[src/sv/bc1_block_encoder_unit_defines.svh]
// Assertion macros shared by the BC1 block encoder RTL.
// Bodies refer to aclk and aresetn of the including module.
`ifndef BC1_BLOCK_ENCODER_UNIT_DEFINES_SVH
`define BC1_BLOCK_ENCODER_UNIT_DEFINES_SVH

// Same-cycle implication, disabled while reset is asserted.
`define BC1E_ASSERT_SAME(label, ante, cons, msg) \
    label: assert property (@(posedge aclk) disable iff (!aresetn) (ante) |-> (cons)) \
        else $error(msg);

// Next-cycle implication, disabled while reset is asserted.
`define BC1E_ASSERT_NEXT(label, ante, cons, msg) \
    label: assert property (@(posedge aclk) disable iff (!aresetn) (ante) |=> (cons)) \
        else $error(msg);

`endif

[src/sv/bc1e_pkg.sv]
// Shared types, constants and color helpers for the BC1 block encoder.
// No dependencies.
`default_nettype none

package bc1e_pkg;

    localparam int TEXELS              = 16;
    localparam int MAX_IMAGE_SIZE_DEF  = 16384;
    localparam int CFG_W               = 15;
    localparam int CFG_IDX_W           = 1;
    localparam int RESET_SIZE          = 256;

    // register indexes
    localparam logic [CFG_IDX_W-1:0] REG_IMAGE_WIDTH  = 1'b0;
    localparam logic [CFG_IDX_W-1:0] REG_IMAGE_HEIGHT = 1'b1;

    typedef struct packed {
        logic [7:0] red;
        logic [7:0] green;
        logic [7:0] blue;
    } rgb_t;

    // position report from the tile tracker
    typedef struct packed {
        logic [3:0] pos;        // texel slot in the tile
        logic       black;      // texel lies outside the image
        logic       last_tile;  // current tile is the final one
    } pos_info_t;

    // strobes from the sequencer to the index unit
    typedef struct packed {
        logic pal_load;  // latch endpoints and build palette
        logic tex_vld;   // texel store read data is valid
    } idx_ctrl_t;

    function automatic logic [15:0] pack565(input rgb_t c);
        return {c.red[7:3], c.green[7:2], c.blue[7:3]};
    endfunction

    // bit-replicating unpack
    function automatic rgb_t unpack565(input logic [15:0] c);
        rgb_t u;
        u.red   = {c[15:11], c[15:13]};
        u.green = {c[10:5],  c[10:9]};
        u.blue  = {c[4:0],   c[4:2]};
        return u;
    endfunction

    // floor(x/3) for x < 768 via reciprocal 683/2048
    function automatic logic [7:0] div3(input logic [9:0] x);
        logic [19:0] p;
        p = x * 10'd683;
        return p[18:11];
    endfunction

endpackage

`default_nettype wire

[src/sv/bc1e_texel_mem.sv]
// Sixteen-entry texel store, one write and one registered read port.
// Uses bc1e_pkg.
`default_nettype none

module bc1e_texel_mem (
    input  wire logic          aclk,
    input  wire logic          we,
    input  wire logic [3:0]    waddr,
    input  wire bc1e_pkg::rgb_t wdata,
    input  wire logic          re,
    input  wire logic [3:0]    raddr,
    output bc1e_pkg::rgb_t     rdata
);

    bc1e_pkg::rgb_t mem [bc1e_pkg::TEXELS];
    bc1e_pkg::rgb_t rdata_reg;

    always_ff @(posedge aclk) begin
        if (we) begin
            mem[waddr] <= wdata;
        end
        if (re) begin
            rdata_reg <= mem[raddr];
        end
    end

    assign rdata = rdata_reg;

endmodule

`default_nettype wire

[src/sv/bc1e_tile_pos.sv]
// Size registers, texel/tile position tracking, edge blackening and last-tile flag.
// Uses bc1e_pkg.
`default_nettype none

module bc1e_tile_pos #(
    parameter int MAX_IMAGE_SIZE = bc1e_pkg::MAX_IMAGE_SIZE_DEF
) (
    input  wire logic                           aclk,
    input  wire logic                           aresetn,
    input  wire logic                           cfg_we,
    input  wire logic [bc1e_pkg::CFG_IDX_W-1:0] cfg_index,
    input  wire logic [bc1e_pkg::CFG_W-1:0]     cfg_wdata,
    input  wire logic                           accept,
    output bc1e_pkg::pos_info_t                 info
);

    localparam int SIZE_W = $clog2(MAX_IMAGE_SIZE + 1);
    localparam int CW     = ((SIZE_W > bc1e_pkg::CFG_W) ? SIZE_W : bc1e_pkg::CFG_W) + 2;
    localparam int TILES  = (MAX_IMAGE_SIZE + 3) / 4;
    localparam int TILE_W = (TILES > 1) ? $clog2(TILES) : 1;
    localparam logic [CW-1:0] MAX_C = CW'(MAX_IMAGE_SIZE);

    logic [bc1e_pkg::CFG_W-1:0] width_reg, height_reg;
    logic [3:0]                 pos_reg, pos_next;
    logic [TILE_W-1:0]          col_reg, col_next, row_reg, row_next;

    logic [CW-1:0] w_eff, h_eff, cols, rows, x, y;
    logic          last_col, last_row;

    function automatic logic [CW-1:0] clamp(input logic [bc1e_pkg::CFG_W-1:0] v);
        logic [CW-1:0] e;
        e = CW'(v);
        if (e == '0) begin
            return CW'(1);
        end
        if (e > MAX_C) begin
            return MAX_C;
        end
        return e;
    endfunction

    always_ff @(posedge aclk) begin
        if (!aresetn) begin
            width_reg  <= bc1e_pkg::CFG_W'(bc1e_pkg::RESET_SIZE);
            height_reg <= bc1e_pkg::CFG_W'(bc1e_pkg::RESET_SIZE);
        end else if (cfg_we) begin
            case (cfg_index)
                bc1e_pkg::REG_IMAGE_WIDTH:  width_reg  <= cfg_wdata;
                bc1e_pkg::REG_IMAGE_HEIGHT: height_reg <= cfg_wdata;
                default: ;
            endcase
        end
    end

    always_comb begin
        w_eff    = clamp(width_reg);
        h_eff    = clamp(height_reg);
        cols     = (w_eff + CW'(3)) >> 2;
        rows     = (h_eff + CW'(3)) >> 2;
        x        = CW'({col_reg, pos_reg[1:0]});
        y        = CW'({row_reg, pos_reg[3:2]});
        last_col = (CW'(col_reg) + CW'(1)) >= cols;
        last_row = (CW'(row_reg) + CW'(1)) >= rows;

        pos_next = pos_reg + 4'd1;
        col_next = col_reg;
        row_next = row_reg;
        if (pos_reg == 4'(bc1e_pkg::TEXELS - 1)) begin
            if (last_col) begin
                col_next = '0;
                row_next = last_row ? '0 : row_reg + TILE_W'(1);
            end else begin
                col_next = col_reg + TILE_W'(1);
            end
        end
    end

    always_ff @(posedge aclk) begin
        if (!aresetn) begin
            pos_reg <= '0;
            col_reg <= '0;
            row_reg <= '0;
        end else if (accept) begin
            pos_reg <= pos_next;
            col_reg <= col_next;
            row_reg <= row_next;
        end
    end

    assign info.pos       = pos_reg;
    assign info.black     = (x >= w_eff) || (y >= h_eff);
    assign info.last_tile = last_col && last_row;

endmodule

`default_nettype wire

[src/sv/bc1e_index_unit.sv]
// Endpoint packing, palette build and per-texel nearest-color search.
// Two stages: squared channel differences, then sum and first-minimum pick.
// Uses bc1e_pkg.
`default_nettype none

module bc1e_index_unit (
    input  wire logic                aclk,
    input  wire logic                aresetn,
    input  wire bc1e_pkg::idx_ctrl_t ctrl,
    input  wire bc1e_pkg::rgb_t      min_rgb,
    input  wire bc1e_pkg::rgb_t      max_rgb,
    input  wire bc1e_pkg::rgb_t      texel,
    output logic [15:0]              endpoint_low,
    output logic [15:0]              endpoint_high,
    output logic [31:0]              index_bits
);

    localparam int NPAL = 4;

    logic [15:0]    ep_lo_reg, ep_hi_reg;
    bc1e_pkg::rgb_t pal_reg [NPAL];
    logic [15:0]    sq_reg  [NPAL][3];
    logic           sq_vld_reg;
    logic [31:0]    bits_reg;

    bc1e_pkg::rgb_t u_lo, u_hi, pal2, pal3;
    logic [15:0]    lo_c, hi_c;
    logic [17:0]    pal_dist [NPAL];
    logic [17:0]    best_d;
    logic [1:0]     best;

    function automatic logic [7:0] absdiff(input logic [7:0] a, input logic [7:0] b);
        return (a > b) ? a - b : b - a;
    endfunction

    // palette from packed endpoints
    always_comb begin
        lo_c       = bc1e_pkg::pack565(min_rgb);
        hi_c       = bc1e_pkg::pack565(max_rgb);
        u_lo       = bc1e_pkg::unpack565(lo_c);
        u_hi       = bc1e_pkg::unpack565(hi_c);
        pal2.red   = bc1e_pkg::div3({1'b0, u_lo.red, 1'b0} + 10'(u_hi.red));
        pal2.green = bc1e_pkg::div3({1'b0, u_lo.green, 1'b0} + 10'(u_hi.green));
        pal2.blue  = bc1e_pkg::div3({1'b0, u_lo.blue, 1'b0} + 10'(u_hi.blue));
        pal3.red   = bc1e_pkg::div3(10'(u_lo.red) + {1'b0, u_hi.red, 1'b0});
        pal3.green = bc1e_pkg::div3(10'(u_lo.green) + {1'b0, u_hi.green, 1'b0});
        pal3.blue  = bc1e_pkg::div3(10'(u_lo.blue) + {1'b0, u_hi.blue, 1'b0});
    end

    always_ff @(posedge aclk) begin
        if (ctrl.pal_load) begin
            ep_lo_reg  <= lo_c;
            ep_hi_reg  <= hi_c;
            pal_reg[0] <= u_lo;
            pal_reg[1] <= u_hi;
            pal_reg[2] <= pal2;
            pal_reg[3] <= pal3;
        end
    end

    // stage 1: squared differences
    always_ff @(posedge aclk) begin
        if (ctrl.tex_vld) begin
            for (int p = 0; p < NPAL; p++) begin
                sq_reg[p][0] <= 16'(absdiff(texel.red,   pal_reg[p].red))
                              * 16'(absdiff(texel.red,   pal_reg[p].red));
                sq_reg[p][1] <= 16'(absdiff(texel.green, pal_reg[p].green))
                              * 16'(absdiff(texel.green, pal_reg[p].green));
                sq_reg[p][2] <= 16'(absdiff(texel.blue,  pal_reg[p].blue))
                              * 16'(absdiff(texel.blue,  pal_reg[p].blue));
            end
        end
    end

    always_ff @(posedge aclk) begin
        if (!aresetn) begin
            sq_vld_reg <= 1'b0;
        end else begin
            sq_vld_reg <= ctrl.tex_vld;
        end
    end

    // stage 2: sum, keep first minimum
    always_comb begin
        for (int p = 0; p < NPAL; p++) begin
            pal_dist[p] = 18'(sq_reg[p][0]) + 18'(sq_reg[p][1]) + 18'(sq_reg[p][2]);
        end
        best   = 2'd0;
        best_d = pal_dist[0];
        for (int p = 1; p < NPAL; p++) begin
            if (pal_dist[p] < best_d) begin
                best_d = pal_dist[p];
                best   = 2'(p);
            end
        end
    end

    // texel 0 ends up in the low bits after sixteen shifts
    always_ff @(posedge aclk) begin
        if (sq_vld_reg) begin
            bits_reg <= {best, bits_reg[31:2]};
        end
    end

    assign endpoint_low  = ep_lo_reg;
    assign endpoint_high = ep_hi_reg;
    assign index_bits    = bits_reg;

endmodule

`default_nettype wire

[src/sv/bc1_block_encoder_unit.sv]
// BC1 block encoder top level: sequencer, running extremes and result register.
// Uses bc1e_pkg, bc1e_tile_pos, bc1e_texel_mem, bc1e_index_unit and the
// assertion macros in bc1_block_encoder_unit_defines.svh.
//
// Usage:
//   s_ channel: one texel per transfer (red, green, blue), sixteen per 4x4 tile
//   in row order, tiles left to right then top to bottom. Texels outside the
//   configured image are replaced by black but still fill their tile slot.
//   m_ channel: one transfer per tile carrying both RGB565 endpoints and the
//   32 index bits; tlast marks the final tile of the image.
//   Config: cfg_we/cfg_index/cfg_wdata write image_width (0) or image_height (1);
//   write only while the block is idle.
// Timing:
//   Texels load at one per cycle into a 16-entry texel store while the block
//   is in its load state. After the sixteenth transfer come a palette step, an
//   index scan (16 store reads plus a two-stage distance pipeline) and a move
//   of the result into the output register, which raises m_tvalid. No texels
//   are taken during the palette, scan and result steps; the next tile loads
//   once the result has entered the output register.
// Reset: aresetn (synchronous, low) empties the output, clears extremes and
//   returns to tile 0 with 256x256 size.
// Stall: the result waits in the output register; the next tile loads
//   meanwhile and its own result waits for that register to drain.
`include "bc1_block_encoder_unit_defines.svh"
`default_nettype none

module bc1_block_encoder_unit #(
    parameter int MAX_IMAGE_SIZE = bc1e_pkg::MAX_IMAGE_SIZE_DEF
) (
    input  wire logic                           aclk,
    input  wire logic                           aresetn,
    // configuration write port
    input  wire logic                           cfg_we,
    input  wire logic [bc1e_pkg::CFG_IDX_W-1:0] cfg_index,
    input  wire logic [bc1e_pkg::CFG_W-1:0]     cfg_wdata,
    // texel input
    input  wire logic                           s_tvalid,
    output logic                                s_tready,
    input  wire logic [23:0]                    s_tdata,  // red, green, blue
    // tile result
    output logic                                m_tvalid,
    input  wire logic                           m_tready,
    output logic [63:0]                         m_tdata,  // endpoint_low, endpoint_high, index_bits
    output logic                                m_tlast   // last tile of the image
);

    localparam int          CNT_W     = $clog2(bc1e_pkg::TEXELS + 2);
    localparam logic [CNT_W-1:0] SCAN_LAST = CNT_W'(bc1e_pkg::TEXELS + 1);

    typedef enum logic [3:0] {
        ST_LOAD = 4'b0001,
        ST_PAL  = 4'b0010,
        ST_SCAN = 4'b0100,
        ST_DONE = 4'b1000
    } state_t;

    state_t                state_reg, state_next;
    logic [CNT_W-1:0]      scan_cnt_reg;
    logic                  mem_vld_reg;
    bc1e_pkg::rgb_t        min_reg, max_reg;
    logic                  last_reg;
    logic                  m_tvalid_reg;
    logic [63:0]           m_tdata_reg;
    logic                  m_tlast_reg;

    logic                  s_accept;
    logic                  tile_end;
    logic                  rd_en;
    logic                  out_load;
    bc1e_pkg::pos_info_t   pos_info;
    bc1e_pkg::rgb_t        texel_in, texel_rd;
    bc1e_pkg::idx_ctrl_t   idx_ctrl;
    logic [15:0]           ep_lo, ep_hi;
    logic [31:0]           idx_bits;

    assign s_tready = (state_reg == ST_LOAD);
    assign s_accept = s_tvalid && s_tready;
    assign tile_end = s_accept && (pos_info.pos == 4'(bc1e_pkg::TEXELS - 1));

    // outside-image texels become black
    assign texel_in.red   = pos_info.black ? 8'd0 : s_tdata[7:0];
    assign texel_in.green = pos_info.black ? 8'd0 : s_tdata[15:8];
    assign texel_in.blue  = pos_info.black ? 8'd0 : s_tdata[23:16];

    bc1e_tile_pos #(
        .MAX_IMAGE_SIZE(MAX_IMAGE_SIZE)
    ) u_tile_pos (
        .aclk      (aclk),
        .aresetn   (aresetn),
        .cfg_we    (cfg_we),
        .cfg_index (cfg_index),
        .cfg_wdata (cfg_wdata),
        .accept    (s_accept),
        .info      (pos_info)
    );

    // scan reads one store entry per cycle until all sixteen entries are read
    assign rd_en = (state_reg == ST_SCAN) && (scan_cnt_reg < CNT_W'(bc1e_pkg::TEXELS));

    bc1e_texel_mem u_texel_mem (
        .aclk  (aclk),
        .we    (s_accept),
        .waddr (pos_info.pos),
        .wdata (texel_in),
        .re    (rd_en),
        .raddr (scan_cnt_reg[3:0]),
        .rdata (texel_rd)
    );

    assign idx_ctrl.pal_load = (state_reg == ST_PAL);
    assign idx_ctrl.tex_vld  = mem_vld_reg;

    bc1e_index_unit u_index_unit (
        .aclk          (aclk),
        .aresetn       (aresetn),
        .ctrl          (idx_ctrl),
        .min_rgb       (min_reg),
        .max_rgb       (max_reg),
        .texel         (texel_rd),
        .endpoint_low  (ep_lo),
        .endpoint_high (ep_hi),
        .index_bits    (idx_bits)
    );

    // result register takes the tile once it is empty or draining
    assign out_load = (state_reg == ST_DONE) && (!m_tvalid_reg || m_tready);

    always_comb begin
        state_next = state_reg;
        case (state_reg)
            ST_LOAD: if (tile_end) state_next = ST_PAL;
            ST_PAL:  state_next = ST_SCAN;
            ST_SCAN: if (scan_cnt_reg == SCAN_LAST) state_next = ST_DONE;
            ST_DONE: if (out_load) state_next = ST_LOAD;
            default: state_next = ST_LOAD;
        endcase
    end

    always_ff @(posedge aclk) begin
        if (!aresetn) begin
            state_reg    <= ST_LOAD;
            scan_cnt_reg <= '0;
            mem_vld_reg  <= 1'b0;
            last_reg     <= 1'b0;
        end else begin
            state_reg   <= state_next;
            mem_vld_reg <= rd_en;
            if (state_reg == ST_PAL) begin
                scan_cnt_reg <= '0;
            end else if (state_reg == ST_SCAN) begin
                scan_cnt_reg <= scan_cnt_reg + CNT_W'(1);
            end
            if (tile_end) begin
                last_reg <= pos_info.last_tile;
            end
        end
    end

    // running extremes; cleared once the palette has latched them
    always_ff @(posedge aclk) begin
        if (!aresetn || state_reg == ST_PAL) begin
            min_reg <= '{red: 8'hFF, green: 8'hFF, blue: 8'hFF};
            max_reg <= '0;
        end else if (s_accept) begin
            if (texel_in.red   < min_reg.red)   min_reg.red   <= texel_in.red;
            if (texel_in.green < min_reg.green) min_reg.green <= texel_in.green;
            if (texel_in.blue  < min_reg.blue)  min_reg.blue  <= texel_in.blue;
            if (texel_in.red   > max_reg.red)   max_reg.red   <= texel_in.red;
            if (texel_in.green > max_reg.green) max_reg.green <= texel_in.green;
            if (texel_in.blue  > max_reg.blue)  max_reg.blue  <= texel_in.blue;
        end
    end

    // output register
    always_ff @(posedge aclk) begin
        if (!aresetn) begin
            m_tvalid_reg <= 1'b0;
        end else if (out_load) begin
            m_tvalid_reg <= 1'b1;
        end else if (m_tready) begin
            m_tvalid_reg <= 1'b0;
        end
    end

    always_ff @(posedge aclk) begin
        if (out_load) begin
            m_tdata_reg <= {idx_bits, ep_hi, ep_lo};
            m_tlast_reg <= last_reg;
        end
    end

    assign m_tvalid = m_tvalid_reg;
    assign m_tdata  = m_tdata_reg;
    assign m_tlast  = m_tlast_reg;

    `BC1E_ASSERT_NEXT(a_tile_end_to_pal, tile_end, state_reg == ST_PAL, "tile end did not start palette")
    `BC1E_ASSERT_NEXT(a_scan_to_done, (state_reg == ST_SCAN) && (scan_cnt_reg == SCAN_LAST), state_reg == ST_DONE, "scan overran")
    `BC1E_ASSERT_SAME(a_pipe_drained, state_reg == ST_DONE, !mem_vld_reg && !rd_en, "scan pipeline busy at result")
    `BC1E_ASSERT_NEXT(a_extremes_order, s_accept, (min_reg.red <= max_reg.red) && (min_reg.green <= max_reg.green) && (min_reg.blue <= max_reg.blue), "extremes out of order")

endmodule

`default_nettype wire
[config.mk]
export PLATFORM = sky130hd
export DESIGN_NAME = bc1_block_encoder_unit
export DESIGN_NICKNAME = d
export VERILOG_FILES = /design/src/sv/bc1e_pkg.sv /design/src/sv/bc1e_texel_mem.sv /design/src/sv/bc1e_tile_pos.sv /design/src/sv/bc1e_index_unit.sv /design/src/sv/bc1_block_encoder_unit.sv
export VERILOG_INCLUDE_DIRS = /design/src /design/src/sv
export SDC_FILE = /design/constraint.sdc
export NUM_CORES = 2
export LEC_CHECK = 0
export BUFFER_PORTS_ARGS = -buffer_cell sky130_fd_sc_hd__clkbuf_2
export CAP_MARGIN = 10
export CELL_PAD_IN_SITES_DETAIL_PLACEMENT = 1
export CELL_PAD_IN_SITES_GLOBAL_PLACEMENT = 2
export CORE_UTILIZATION = 26
export CTS_CLUSTER_DIAMETER = 40
export DETAILED_ROUTE_END_ITERATION = 12
export PLACE_DENSITY_LB_ADDON = 0.2
export SLEW_MARGIN = 0
export SYNTH_ARGS = -nofsm -noshare
export SYNTH_HDL_FRONTEND = slang
export SYNTH_SLANG_ARGS = --single-unit
[constraint.sdc]
create_clock -name aclk -period 14.45 [get_ports aclk]
set_clock_uncertainty 0.1 [all_clocks]
set_input_delay 2.89 -clock aclk [delete_from_list [all_inputs] [get_ports aclk]]
set_output_delay 2.89 -clock aclk [all_outputs]
set_load 0.005 [all_outputs]
Word level (Yosys, flattened, before mapping)
Memories as Yosys holds them, arrays and structs flattened. A register that Yosys moved wholly into a read port is not among the register bits.
Index checks and enable logic that the tools add are counted.

storage, ports and cells
  RAM bits = 672
  output and inout port bits = 67
  memories = 3
  word-level logic and storage cells = 203
  input bits = 45
  register bits = 248

cells by class
  bitwise gates (word level) = 2
  $mul = 18
  $lt $le $gt $ge = 28
  add/subtract/negate cells = 46
  reductions and logical operators = 26
  mux-type cells = 47
  eq/ne operators = 9

memory list
  name                  words  width  rd ports  clocked after memory_dff  write ports  RTL line               RTL
  u_texel_mem.mem       16     24     1         1                         1            bc1e_texel_mem.sv:15   bc1e_pkg::rgb_t mem [bc1e_pkg::TEXELS];
  u_index_unit.sq_reg   4      48     4         0                         4            bc1e_index_unit.sv:22  logic [15:0] sq_reg [NPAL][3];
  u_index_unit.pal_reg  4      24     4         0                         4            bc1e_index_unit.sv:21  bc1e_pkg::rgb_t pal_reg [NPAL];

operators by type and width
  operator                                                                count
  8-bit by 8-bit multiplier with 16-bit output                            12
  8-bit subtractor                                                        24
  17-bit two-way mux                                                      8
  8-bit greater-than comparator                                           15
  8-bit two-way mux                                                       15
  10-bit by 10-bit multiplier with 19-bit output (second input constant)  6
  18-bit by 16-bit adder with 18-bit output                               4
  16-bit by 16-bit adder with 17-bit output                               4
  18-bit less-than comparator                                             3
  18-bit two-way mux                                                      2
  17-bit by 2-bit adder with 17-bit output (second input constant)        2
  14-bit by 17-bit greater-or-equal comparator with 1-bit output          2
  17-bit by 15-bit greater-or-equal comparator with 1-bit output          2
  8-bit by 9-bit adder with 10-bit output                                 3
  9-bit by 8-bit adder with 10-bit output                                 3
  15-bit greater-than comparator (second input constant)                  2
  15-bit zero test                                                        2
  12-bit by 1-bit adder with 13-bit output (second input constant)        2
  12-bit by 1-bit adder with 12-bit output (second input constant)        2
  8-bit less-than comparator                                              3
  12-bit two-way mux                                                      2
  2-bit AND reduction                                                     9
  1-bit two-way mux                                                       16
  4-bit case mux with 4 select lines                                      1
  other kinds (18)                                                        32

Logic depth before layout (Yosys ltp)
  word-level depth = 10
  gate-level depth with buffers = 51

Hierarchy
A second synthesis with hierarchy kept.

second synthesis, totals
  cell total of the unflattened synthesis = 6862
  area total of the unflattened synthesis = 76052.9 µm²

by module, submodules not included
  module                  area each (µm²)  sequential area each (µm²)  cells an instance  times used
  bc1e_index_unit         50651.1          8788.4                      5108               1
  bc1e_texel_mem          15170.8          12251.8                     636                1
  bc1_block_encoder_unit  5743.0           3153.0                      522                1
  bc1e_tile_pos           4488.1           1161.1                      596                1

Worst setup path before layout
Ideal clock, no wire load.

  path kind = flip-flop to flip-flop
  start = register state_reg[1]
  end = register min_reg[11] (netlist name)
  slack = 4.132 ns
  path buffers = 2
  arrival = 10.146 ns
  stages on the path, launching flop included = 7
  setup time = 0.072 ns
  cells stage by stage = dfxtp_1 -> nor4b_1 -> nand2b_1 -> clkbuf_1 -> clkbuf_1 -> nor2_1 -> mux2i_1

between the ends
  word-level cells in the longest chain between the ends = 3
  elaborated cells between the ends (all ways) = 5

ends and longest elaborated chain
  element                                   RTL line                       RTL
  start, declared                           bc1_block_encoder_unit.sv:57   state_t state_reg, state_next;
  start signal, assigned                    bc1_block_encoder_unit.sv:146  state_reg <= state_next;
  4-bit by 1-bit == test with 1-bit output  bc1_block_encoder_unit.sv:76   assign s_tready = (state_reg == ST_LOAD);
  1-bit logical AND                         bc1_block_encoder_unit.sv:77   assign s_accept = s_tvalid && s_tready;
  2-bit AND reduction (no line)             n/a
  end signal, assigned                      bc1_block_encoder_unit.sv:162  min_reg <= '{red: 8'hFF, green: 8'hFF, blue: 8'hFF};
  end, declared                             bc1_block_encoder_unit.sv:60   bc1e_pkg::rgb_t min_reg, max_reg;

Several ways; a longest one is shown, not always the timed one.
A chain may end at the register's enable or synchronous reset.

==> flow_metrics.py <==
metrics = {
    "status": {
        "outcome": "finished clean",
    },
    "setup_path": {
        "worst-path-stages": 47,
        "crit_top_cell": "a21o_1",
        "crit_start": "u_index_unit.sq_reg[0][19]$_DFFE_PP_",
        "slowest_stage": "o21a_1",
        "crit_required_ns": 14.98,
        "cp_top_family": "compound AO/OA/AOI/OAI gates",
        "cp.buffers_inverters": 2,
        "cp_max_fo": 19,
        "max_stage_delay_ns": 0.58,
        "r2r_cells": 47,
        "r2r_slack_ns": 2.81,
        "start_kind": "flop",
        "worstSetupPathType": "reg -> reg",
        "timing.rr.start": "u_index_unit.sq_reg[0][19]$_DFFE_PP_",
        "reg2reg_to": "u_index_unit.index_bits[30]$_SDFFCE_PN1P_",
        "arrival_ns": 12.17,
        "end_kind": "flop",
    },
    "clock_network": {
        "cts.sinks": 884,
        "postCtsSetupRepairBufs": 0,
        "ctsHoldBuffers": 0,
        "cts_tree": "yes",
        "post_cts_resized": 0,
        "clkTransAtPathRegs_ns": 0.06,
        "clkLatencyLatePin_ns": 0.85,
        "numCtsBuffers": 175,
        "cts-root-buf": "clkbuf_16",
        "clk_path_buf_depth": 4,
        "htree_levels": 4,
    },
    "power": {
        "p_leak_nw": 38.2,
        "power_switching_mw": 8.78,
        "pwr-share-comb": 0.637,
        "clkPwrFrac": 0.189,
        "p_total_mw": 20.8,
        "pwr-share-seq": 0.173,
        "power.internal_mw": 12.0,
        "max-vdd-ir-drop_v": 0.000263,
        "swShare": 0.422,
        "p_per_area_mw_per_mm2": 238,
    },
    "die": {
        "die_h_um": 542,
        "ios": 112,
        "initial_utilization": 0.262,
        "fp.dieW_um": 542,
        "dieArea_sq_mm": 0.293,
        "core_area_sq_mm": 0.289,
        "rows": 197,
    },
    "place": {
        "dp_cells": 10867,
        "globalplace.congestion": 0.806,
        "port_buffers": 111,
        "post-dp-hpwl_um": 173000,
        "place_ws_ns": 2.84,
        "place_area_sq_mm": 0.0816,
    },
    "route": {
        "drtAntennaViolNets": 0,
        "post_drt_wl_per_cell_um": 19.5,
        "wl_um": 218000,
        "drc": 0,
        "via_count": 50854,
        "viasPerCell": 4.55,
        "drt_iter0_markers": 2121,
        "drt_pass1_iterations": 5,
    },
    "global_routing": {
        "first_global_vias": 57053,
        "antenna_found_initial": 13,
        "grt_max_degree": 76,
        "grtUsageTotal": 0.150,
        "grt.overflow.total": 0,
        "grt_pass1_wl_um": 338000,
    },
    "worst_hold_path": {
        "min_from": "u_index_unit.index_bits[1]$_DFFE_PP_",
        "hold_end": "m_tdata[33]$_DFFE_PP_",
        "whs_path_depth": 0,
        "min_path_type": "reg -> reg",
    },
    "synth": {
        "synth_cell_types": 86,
        "yosys-top-cells-area": "edfxtp_1 30%, ha_1 20%, fa_1 12%, inv_1 4.7%, xnor2_1 4.5%",
        "yosysMostFrequentCell": "ha_1",
        "synth_cells": 6882,
        "ys_warn_count": 0,
        "syn_area_sq_mm": 0.0757,
        "syn_avg_cell_area_sq_um": 11.0,
        "synth_edf_count": 765,
        "synth_top_area_share": 0.303,
        "ys_ff_latch": 884,
        "synth_top_area_cell": "edfxtp_1",
        "yosysSeqAreaShare": 0.335,
        "async_reset_ff_frac": 0,
        "ys_dominant_reg_cell": "edfxtp_1",
        "yosys-top-cells-count": "1197 x ha_1, 945 x inv_1, 765 x edfxtp_1",
    },
    "cells_and_area": {
        "final_core_util": 0.302,
        "fin_cells": 11182,
        "stdcell_area_sq_mm": 0.0873,
        "final_nets": 8867,
        "largest_reg_flops": 384,
        "syn2layout_area_growth_pct": 15.3,
        "drive_above_1_share": 0.100,
    },
    "sta": {
        "maxSlewViolCount": 0,
        "fin_crit_sh": 0.806,
        "relSlewSlack": 0.185,
        "period_minus_slack_ns": 11.64,
        "holdWs_ns": 0.317,
        "tightestPinTransition_ns": 1.22,
        "setup_tns_ns": 0,
        "rsz0062_at_grt": "no",
        "setup_viol": 0,
        "worst_slack_ns": 2.81,
        "hold_viol_final": 0,
        "fmax_mhz": 85.9,
    },
    "flow_run": {
        "cap_violations": 0,
    },
}
-- routing by layer --
layer / global-route usage / wire [um]
met4: 0.0344 / 4720
met2: 0.265 / 107000
met1: 0.192 / 99800
met3: 0.0202 / 6590
met5: 0 / 39
-- cells by family after synthesis --
kind of cell	count (synthesis)	synth area share
compound gates	1109	0.0940
xor+xnor	496	0.0575
fa+ha+maj	1659	0.320
buf+inv	1061	0.0530
flops	884	0.335
mux	242	0.0522
other cells	1	0.0000495
simple gates	1430	0.0888
-- cells in the final DEF (no fill, tap or decap), types with 21 or more instances in the layout --
master,n
ha_1,1197
inv_1,944
edfxtp_1,765
nor2_1,621
fa_1,460
xnor2_1,384
a21oi_1,362
nand2_1,233
clkbuf_16,177
o21ai_0,163
a21o_1,130
mux4_2,120
dfxtp_1,114
mux2i_1,112
clkbuf_2,111
o21bai_1,110
buf_4,108
xor2_1,104
o21a_1,91
nor2b_1,89
nor3_1,85
nand2b_1,71
nand3_1,64
or2_2,61
and2_1,59
nand4_1,54
a21boi_0,45
a211oi_1,28
o211ai_1,27
and3_1,26
a31oi_1,25
inv_6,24
clkinv_2,21
-- cell type report --
| class | instances | area, sq um |
|---|---|---|
| Sequential cell | 884 | 25400 |
| Clock buffer | 198 | 4560 |
| Antenna cell | 2 | 5.00 |
| Fill cell | 32207 | 202000 |
| Tap cell | 3880 | 4850 |
| Inverter | 945 | 3550 |
| Multi-Input combinational cell | 4940 | 46500 |
| Timing Repair Buffer | 219 | 1370 |
| Clock inverter | 114 | 1130 |
-- worst max path at each step --
stage                                                end  slack (ns)
2_1_floorplan                   min_reg[11]$_SDFFE_PP1P_        4.13
3_3_place_gp   u_index_unit.index_bits[30]$_SDFFCE_PN1P_        2.85
3_5_place_dp   u_index_unit.index_bits[30]$_SDFFCE_PN1P_        2.84
4_1_cts        u_index_unit.index_bits[30]$_SDFFCE_PN1P_        2.71
5_1_grt        u_index_unit.index_bits[30]$_SDFFCE_PN1P_        1.93
6_report       u_index_unit.index_bits[30]$_SDFFCE_PN1P_        2.81
-- power groups by stage --
stage	Clock [mW]	Combinational, mW	Sequential, mW
4_1_cts	4.07	13.7	3.61
3_5_place_dp	0	13.5	3.66
2_1_floorplan	0	10.0	3.63
3_3_place_gp	0	13.4	3.65
6_report	3.94	13.3	3.60
5_1_grt	4.17	15.6	3.61
(Power assumes the default switching activity.)
